File: config.mk
export PLATFORM = sky130hd
export DESIGN_NAME = lru_key_value_cache
export DESIGN_NICKNAME = d
export VERILOG_FILES = /design/src/rtl/lkv_pkg.sv /design/src/rtl/lru_key_value_cache.sv /design/src/rtl/lkv_cell.sv
export SDC_FILE = /design/constraint.sdc
export NUM_CORES = 1
export LEC_CHECK = 0
export ABC_CLOCK_PERIOD_IN_PS = 9800
export BUFFER_PORTS_ARGS = -buffer_cell sky130_fd_sc_hd__buf_2
export CAP_MARGIN = 20
export CORE_MARGIN = 2
export CORE_UTILIZATION = 60
export DETAILED_ROUTE_END_ITERATION = 8
export GPL_ROUTABILITY_DRIVEN = 0
export PLACE_DENSITY = 0.8
export SLEW_MARGIN = 40
export SYNTH_ARGS = -nofsm -noshare
export SYNTH_HDL_FRONTEND = slang
export SYNTH_HIERARCHICAL = 1
export SYNTH_SLANG_ARGS = --single-unit
File: constraint.sdc
create_clock -name clock -period 9.8 [get_ports clock]
set_input_delay 0.49 -clock clock [delete_from_list [all_inputs] [get_ports clock]]
set_output_delay 0.49 -clock clock [all_outputs]
set_load 0.01 [all_outputs]
File: src/rtl/lkv_pkg.sv
package lkv_pkg;

   localparam int KEY_W = 32;
   localparam int VAL_W = 32;
   localparam int CAP_W = 5;

   localparam logic [CAP_W-1:0] CAP_RESET = 5'd16;

   // operation codes carried on req_op
   localparam logic OP_GET = 1'b0;
   localparam logic OP_PUT = 1'b1;

   // control broadcast from the sequencer to every cell
   typedef struct packed {
      logic cmp_en;   // latch the key compare result
      logic upd_en;   // perform the recency shift this cycle
      logic hit;      // the access found its key
      logic evict;    // a missing put into a full cache drops the least recent entry
   } cell_ctl_type;

endpackage

File: src/rtl/lru_key_value_cache.sv
// A request passes the key compare state in every cell, then the shift state of
// the recency chain, which holds while the result register is full. New requests
// are taken in idle or as the shift state finishes, never during the compare.
// Reset (synchronous, active high) empties the cache at once by clearing every
// cell's valid bit and sets the capacity register to 16.
module lru_key_value_cache #(
   parameter int ENTRIES = 16
) (
   input  logic                               clock,
   input  logic                               reset,
   input  logic                               req_valid,
   output logic                               req_ready,
   input  logic                               req_op,
   input  logic signed [lkv_pkg::KEY_W-1:0]   req_key,
   input  logic signed [lkv_pkg::VAL_W-1:0]   req_value,
   output logic                               rsp_valid,
   input  logic                               rsp_ready,
   output logic                               rsp_hit,
   output logic signed [lkv_pkg::VAL_W-1:0]   rsp_read_value,
   output logic                               rsp_evicted,
   input  logic                               csr_valid,
   output logic                               csr_ready,
   input  logic [lkv_pkg::CAP_W-1:0]          csr_capacity_in_use
);
   import lkv_pkg::*;

   localparam int CNT_W = $clog2(ENTRIES + 1);

   typedef enum logic [2:0] {
      ST_IDLE   = 3'b001,
      ST_LOOKUP = 3'b010,
      ST_UPDATE = 3'b100
   } state_type;

   state_type        state_ff, state_in;
   logic [CAP_W-1:0] cap_ff;
   logic [CNT_W-1:0] cap_eff;

   logic             req_op_ff;
   logic [KEY_W-1:0] req_key_ff;
   logic [VAL_W-1:0] req_value_ff;

   logic             rsp_valid_ff;
   logic             rsp_hit_ff;
   logic [VAL_W-1:0] rsp_read_value_ff;
   logic             rsp_evicted_ff;

   logic             req_xfer;
   logic             out_free;
   logic             finish;
   logic             any_hit;
   logic             full;
   logic [VAL_W-1:0] hit_value;
   logic [VAL_W-1:0] head_value;
   cell_ctl_type     ctl;

   logic [KEY_W-1:0] chain_key   [ENTRIES+1];
   logic [VAL_W-1:0] chain_value [ENTRIES+1];
   logic [ENTRIES:0] chain_valid;
   logic [ENTRIES:0] chain_found;
   logic [ENTRIES-1:0] match_vec;
   logic [ENTRIES-1:0] valid_vec;
   logic [ENTRIES-1:0] full_vec;

   // handshakes
   assign out_free  = !rsp_valid_ff || rsp_ready;
   assign finish    = (state_ff == ST_UPDATE) && out_free;
   assign req_ready = (state_ff == ST_IDLE) || finish;
   assign req_xfer  = req_valid && req_ready;
   assign csr_ready = 1'b1;

   // clamp the capacity into 1..ENTRIES
   always_comb begin
      if (cap_ff == '0) begin
         cap_eff = CNT_W'(1);
      end else if (32'(cap_ff) > ENTRIES) begin
         cap_eff = CNT_W'(ENTRIES);
      end else begin
         cap_eff = CNT_W'(cap_ff);
      end
   end

   // sequencer
   always_comb begin
      state_in = state_ff;
      case (state_ff)
         ST_IDLE: begin
            if (req_xfer) begin
               state_in = ST_LOOKUP;
            end
         end
         ST_LOOKUP: begin
            state_in = ST_UPDATE;
         end
         ST_UPDATE: begin
            if (finish) begin
               state_in = req_xfer ? ST_LOOKUP : ST_IDLE;
            end
         end
         default: begin
            state_in = ST_IDLE;
         end
      endcase
   end

   always_ff @(posedge clock) begin
      if (reset) begin
         state_ff <= ST_IDLE;
         cap_ff   <= CAP_RESET;
      end else begin
         state_ff <= state_in;
         if (csr_valid && csr_ready) begin
            cap_ff <= csr_capacity_in_use;
         end
      end
   end

   // hold the request for the compare and shift cycles
   always_ff @(posedge clock) begin
      if (req_xfer) begin
         req_op_ff    <= req_op;
         req_key_ff   <= $unsigned(req_key);
         req_value_ff <= $unsigned(req_value);
      end
   end

   // gather hit, stored value and fullness across the cells
   always_comb begin
      hit_value = '0;
      for (int i = 0; i < ENTRIES; i++) begin
         if (match_vec[i]) begin
            hit_value = hit_value | chain_value[i+1];
         end
      end
   end

   assign any_hit = |match_vec;
   assign full    = |full_vec;

   assign ctl.cmp_en = (state_ff == ST_LOOKUP);
   assign ctl.upd_en = finish && ((req_op_ff == OP_PUT) || any_hit);
   assign ctl.hit    = any_hit;
   assign ctl.evict  = (req_op_ff == OP_PUT) && !any_hit && full;

   // head of the chain: the accessed pair enters as most recent
   assign head_value     = (req_op_ff == OP_PUT) ? req_value_ff : hit_value;
   assign chain_key[0]   = req_key_ff;
   assign chain_value[0] = head_value;
   assign chain_valid[0] = 1'b1;
   assign chain_found[0] = 1'b0;

   // recency chain, cell 0 most recent
   for (genvar i = 0; i < ENTRIES; i++) begin : g_cell
      lkv_cell u_cell (
         .clock      (clock),
         .reset      (reset),
         .ctl        (ctl),
         .cmp_key    (req_key_ff),
         .prev_key   (chain_key[i]),
         .prev_value (chain_value[i]),
         .prev_valid (chain_valid[i]),
         .found_in   (chain_found[i]),
         .key        (chain_key[i+1]),
         .value      (chain_value[i+1]),
         .valid      (chain_valid[i+1]),
         .match      (match_vec[i]),
         .found_out  (chain_found[i+1])
      );
      assign valid_vec[i] = chain_valid[i+1];
      assign full_vec[i]  = chain_valid[i+1] && (cap_eff == CNT_W'(i + 1));
   end

   // result register, parts the response side from the cell chain
   always_ff @(posedge clock) begin
      if (reset) begin
         rsp_valid_ff <= 1'b0;
      end else if (finish) begin
         rsp_valid_ff <= 1'b1;
      end else if (rsp_ready) begin
         rsp_valid_ff <= 1'b0;
      end
   end

   always_ff @(posedge clock) begin
      if (finish) begin
         rsp_hit_ff        <= any_hit;
         rsp_read_value_ff <= (req_op_ff == OP_GET && any_hit) ? hit_value : '0;
         rsp_evicted_ff    <= ctl.evict;
      end
   end

   assign rsp_valid      = rsp_valid_ff;
   assign rsp_hit        = rsp_hit_ff;
   assign rsp_read_value = $signed(rsp_read_value_ff);
   assign rsp_evicted    = rsp_evicted_ff;

   // valid entries form one run from the most recent cell
   a_valid_run: assert property (@(posedge clock) disable iff (reset)
      (valid_vec & (valid_vec + 1'b1)) == '0)
      else $error("valid cells do not form a contiguous run");

   // a key lives in at most one cell
   a_one_match: assert property (@(posedge clock) disable iff (reset)
      $onehot0(match_vec))
      else $error("key matched in more than one cell");

   // a result appears only out of the shift cycle
   a_rsp_source: assert property (@(posedge clock) disable iff (reset)
      $rose(rsp_valid_ff) |-> $past(state_ff == ST_UPDATE))
      else $error("result raised outside the shift cycle");

   // eviction never reported together with a hit
   a_evict_miss: assert property (@(posedge clock) disable iff (reset)
      rsp_valid_ff |-> !(rsp_evicted_ff && rsp_hit_ff))
      else $error("eviction reported together with a hit");

   // no new request during the compare cycle
   a_no_take_lookup: assert property (@(posedge clock) disable iff (reset)
      (state_ff == ST_LOOKUP) |-> !req_ready)
      else $error("request taken during compare");

endmodule

File: src/rtl/lkv_cell.sv
module lkv_cell (
   input  logic                        clock,
   input  logic                        reset,
   input  lkv_pkg::cell_ctl_type       ctl,
   input  logic [lkv_pkg::KEY_W-1:0]   cmp_key,
   input  logic [lkv_pkg::KEY_W-1:0]   prev_key,
   input  logic [lkv_pkg::VAL_W-1:0]   prev_value,
   input  logic                        prev_valid,
   input  logic                        found_in,
   output logic [lkv_pkg::KEY_W-1:0]   key,
   output logic [lkv_pkg::VAL_W-1:0]   value,
   output logic                        valid,
   output logic                        match,
   output logic                        found_out
);
   import lkv_pkg::*;

   logic [KEY_W-1:0] key_ff;
   logic [VAL_W-1:0] value_ff;
   logic             valid_ff;
   logic             match_ff;
   logic             match_in;
   logic             shift_in;

   // compare the stored key against the broadcast key
   assign match_in = valid_ff && (key_ff == cmp_key);

   // take the neighbor's entry when the recency shift reaches this cell
   always_comb begin
      if (!ctl.upd_en) begin
         shift_in = 1'b0;
      end else if (ctl.hit) begin
         shift_in = !found_in;
      end else if (ctl.evict) begin
         shift_in = valid_ff;
      end else begin
         shift_in = prev_valid;
      end
   end

   always_ff @(posedge clock) begin
      if (reset) begin
         valid_ff <= 1'b0;
         match_ff <= 1'b0;
      end else begin
         if (ctl.cmp_en) begin
            match_ff <= match_in;
         end
         if (shift_in) begin
            valid_ff <= prev_valid;
         end
      end
   end

   // entry payload, no reset
   always_ff @(posedge clock) begin
      if (shift_in) begin
         key_ff   <= prev_key;
         value_ff <= prev_value;
      end
   end

   assign key       = key_ff;
   assign value     = value_ff;
   assign valid     = valid_ff;
   assign match     = match_ff;
   assign found_out = found_in | match_ff;

endmodule

==> out/metrics.cfg <==
[floorplan]
start_util = 0.606
dieArea_um2 = 77200
die_w_um = 278
io-pin-count = 112
coreArea_um2 = 74300
rows = 100
chipHeight_um = 278

[logic_synthesis]
synth.avg_cell_area_um2 = 17.8
ys_warn_count = 6
syn-cell-area_um2 = 45000
syn_inst = 2535

[global_routing]
grt_overflow = 0
grt_pass1_vias = 25617
grt_max_degree = 66
antenna_found_initial = 1
grt_usage = 0.258
grt_pass1_wl_um = 151000

[clock_tree]
cts_setup_buffers = 0
path_clk_slew_ps = 60
clkLatencyLatePin_ps = 680
htreeDepth = 3
cts_tree = built
clock_path_buffers = 3
cts_resized = 0
cts-root-buf = clkbuf_16
cts_buffers = 110
clock_sink_count = 1164

[final_layout]
postLayoutCoreUtil = 0.693
syn_to_final_growth_pct = 14.4
nets = 2896
antenna_cells = 0
drive_gt1_frac = 0.132

[routing]
drtIter0Drc = 2465
drt-total-wl_um = 99900
routedWlPerCell_um = 25.7
vias = 24427
drt-pass1-iter-count = 5
ant_nets = 0
routed_via_density = 6.29
drc_errors = 0

[power]
p_seq_frac = 0.552
p_comb_frac = 0.029
ir_drop_uv = 176
total_power_mw = 9.86
p_sw_mw = 1.98
power_density_nw_per_um2 = 192
power.share.switching = 0.201
internal_power_mw = 7.88
total_leakage_power_nw = 16.2
clockPowerShare = 0.419

[critical_path]
cp.required_ps = 10150
critPathLaunchType = register
max_stage_delay_ps = 540
crit_top_cell = or2_2
critPathKind = register to register
worstPathMaxFanout = 36
cp_slowest_cell = dfxtp_4
cp-end-kind = register
arrival_ps = 6640
path_cells = or2_2 > or2_2 > or2_2 > or2_2 > or2_2 > or2_2 > or2_2 > or2_2 > or2_2 > or2_2 > or2_2 > or2_2 > or2_2 > or2_2 > or2_2 > nand2_1 > o211a_4 > buf_12

[sta]
setup_violations = 0
holdWs_ps = 48.5
drv_slew = 0
fin_crit_sh = 0.642
relSlewSlack = 0.421
rsz0062_at_grt = false
tns_ps = 0
timing.final.ws_setup_ps = 3510
max_freq_ghz = 0.159
fin_crit_ps = 6290
hold_viol = 0
worstMarginPinSlew_ps = 860
skew_ps = 26.7

[place]
dp_hpwl_um = 60600
place_ws_ps = 3600
io_buffers = 110

[job]
cap_viol_max_count = 0

[status]
status = complete, no violations

[worst_hold_path]
hp-class = primary input to register

worst max-delay path: cells and delay by family, from the launching register on:
kind,cells,cell delay (ps)
buffers and inverters,1,320
flip-flops,1,540
AO/OA/AOI/OAI,1,540
AND/OR/NAND/NOR,16,4550
power by group through the flow:
stage | clock [mW] | combinational (mW) | sequential, mW
after floorplan | 0 | 0.148 | 5.57
after global placement | 0 | 0.191 | 5.59
after detailed placement | 0 | 0.257 | 5.55
after CTS | 4.17 | 0.281 | 5.45
after global routing | 4.35 | 0.307 | 5.45
final | 4.14 | 0.282 | 5.44
path summary, 6_finish.rpt:
| path | from | end | slack, ps | depth (start not counted) |
|---|---|---|---|---|
| setup reg to reg | g_cell[0].u_cell/match | g_cell[15].u_cell/value[0] | 3510 | 18 |
| setup / recovery | g_cell[0].u_cell/match | g_cell[15].u_cell/value[0] | 3510 | 18 |
| hold reg to reg | g_cell[7].u_cell/value[0] | g_cell[8].u_cell/value[0] | 440 | 0 |
| hold / removal | req_key[16] | req_key_ff[16] | 50 | 1 |
per-stage QoR:
step / std cells / area [um^2]
3_5_place_dp: 3612 / 47400
3_3_place_gp: 3569 / 46700
2_1_floorplan: 2538 / 45000
4_1_cts: 3879 / 51500
6_report: 3881 / 51500
5_1_grt: 3881 / 51500
cell usage in the layout (no fill, tap or decap), types with 5 or more instances in the layout:
cell type / n
nand3_1: 16
and4_1: 32
edfxtp_1: 1123
bufinv_16: 10
clkinv_1: 22
nand4_1: 96
o21ai_1: 16
buf_12: 13
nand2_1: 50
clkbuf_1: 26
or2_2: 16
dfxtp_4: 5
nand2b_1: 6
xor2_1: 144
a21oi_1: 6
buf_2: 110
clkbuf_16: 110
o21ai_0: 5
dlygate4sd3_1: 64
mux2_1: 16
conb_1: 5
nor2_1: 70
mux2i_1: 57
a221oi_1: 128
nor4_1: 65
clkinv_2: 24
dfxtp_1: 33
buf_6: 33
o211a_4: 16
xnor2_1: 368
buf_4: 24
inv_1: 35
a22o_1: 128
layout make-up:
cell class                      instances  area [um^2]
Clock buffer                          136         2850
Sequential cell                      1164        34600
Clock inverter                         67          629
Fill cell                            4602        22800
Inverter                               35          131
Timing Repair Buffer                  244         2000
Tap cell                              969         1210
Multi-Input combinational cell       1266        10100
routing by layer:
layer | vias up | share of wire | GRT usage
met2 | 1365 | 0.51 | 0.452
met4 | 2 | 0.041 | 0.105
met3 | 283 | 0.087 | 0.0440
li1 | 10563 | - | -
met5 | - | 0.00013 | 0
met1 | 12214 | 0.36 | 0.322
what timing repair did:
item / 4_1_cts / 5_1_grt
hold buffers: 64 / 0
endpoints found under the hold margin: 64 / 0
endpoints found under the setup margin: 0 / 0
state kept, by name, summed over array words and instances (netlist names), 3 cells and up:
register	count
g_cell.u_cell/key	512
g_cell.u_cell/value	512
req_key_ff	32
req_value_ff	32
rsp_read_value	32
g_cell.u_cell/match	16
g_cell.u_cell/valid	16
cap_ff	5
state_ff	3
No activity file was read; power rests on OpenSTA's default activity.
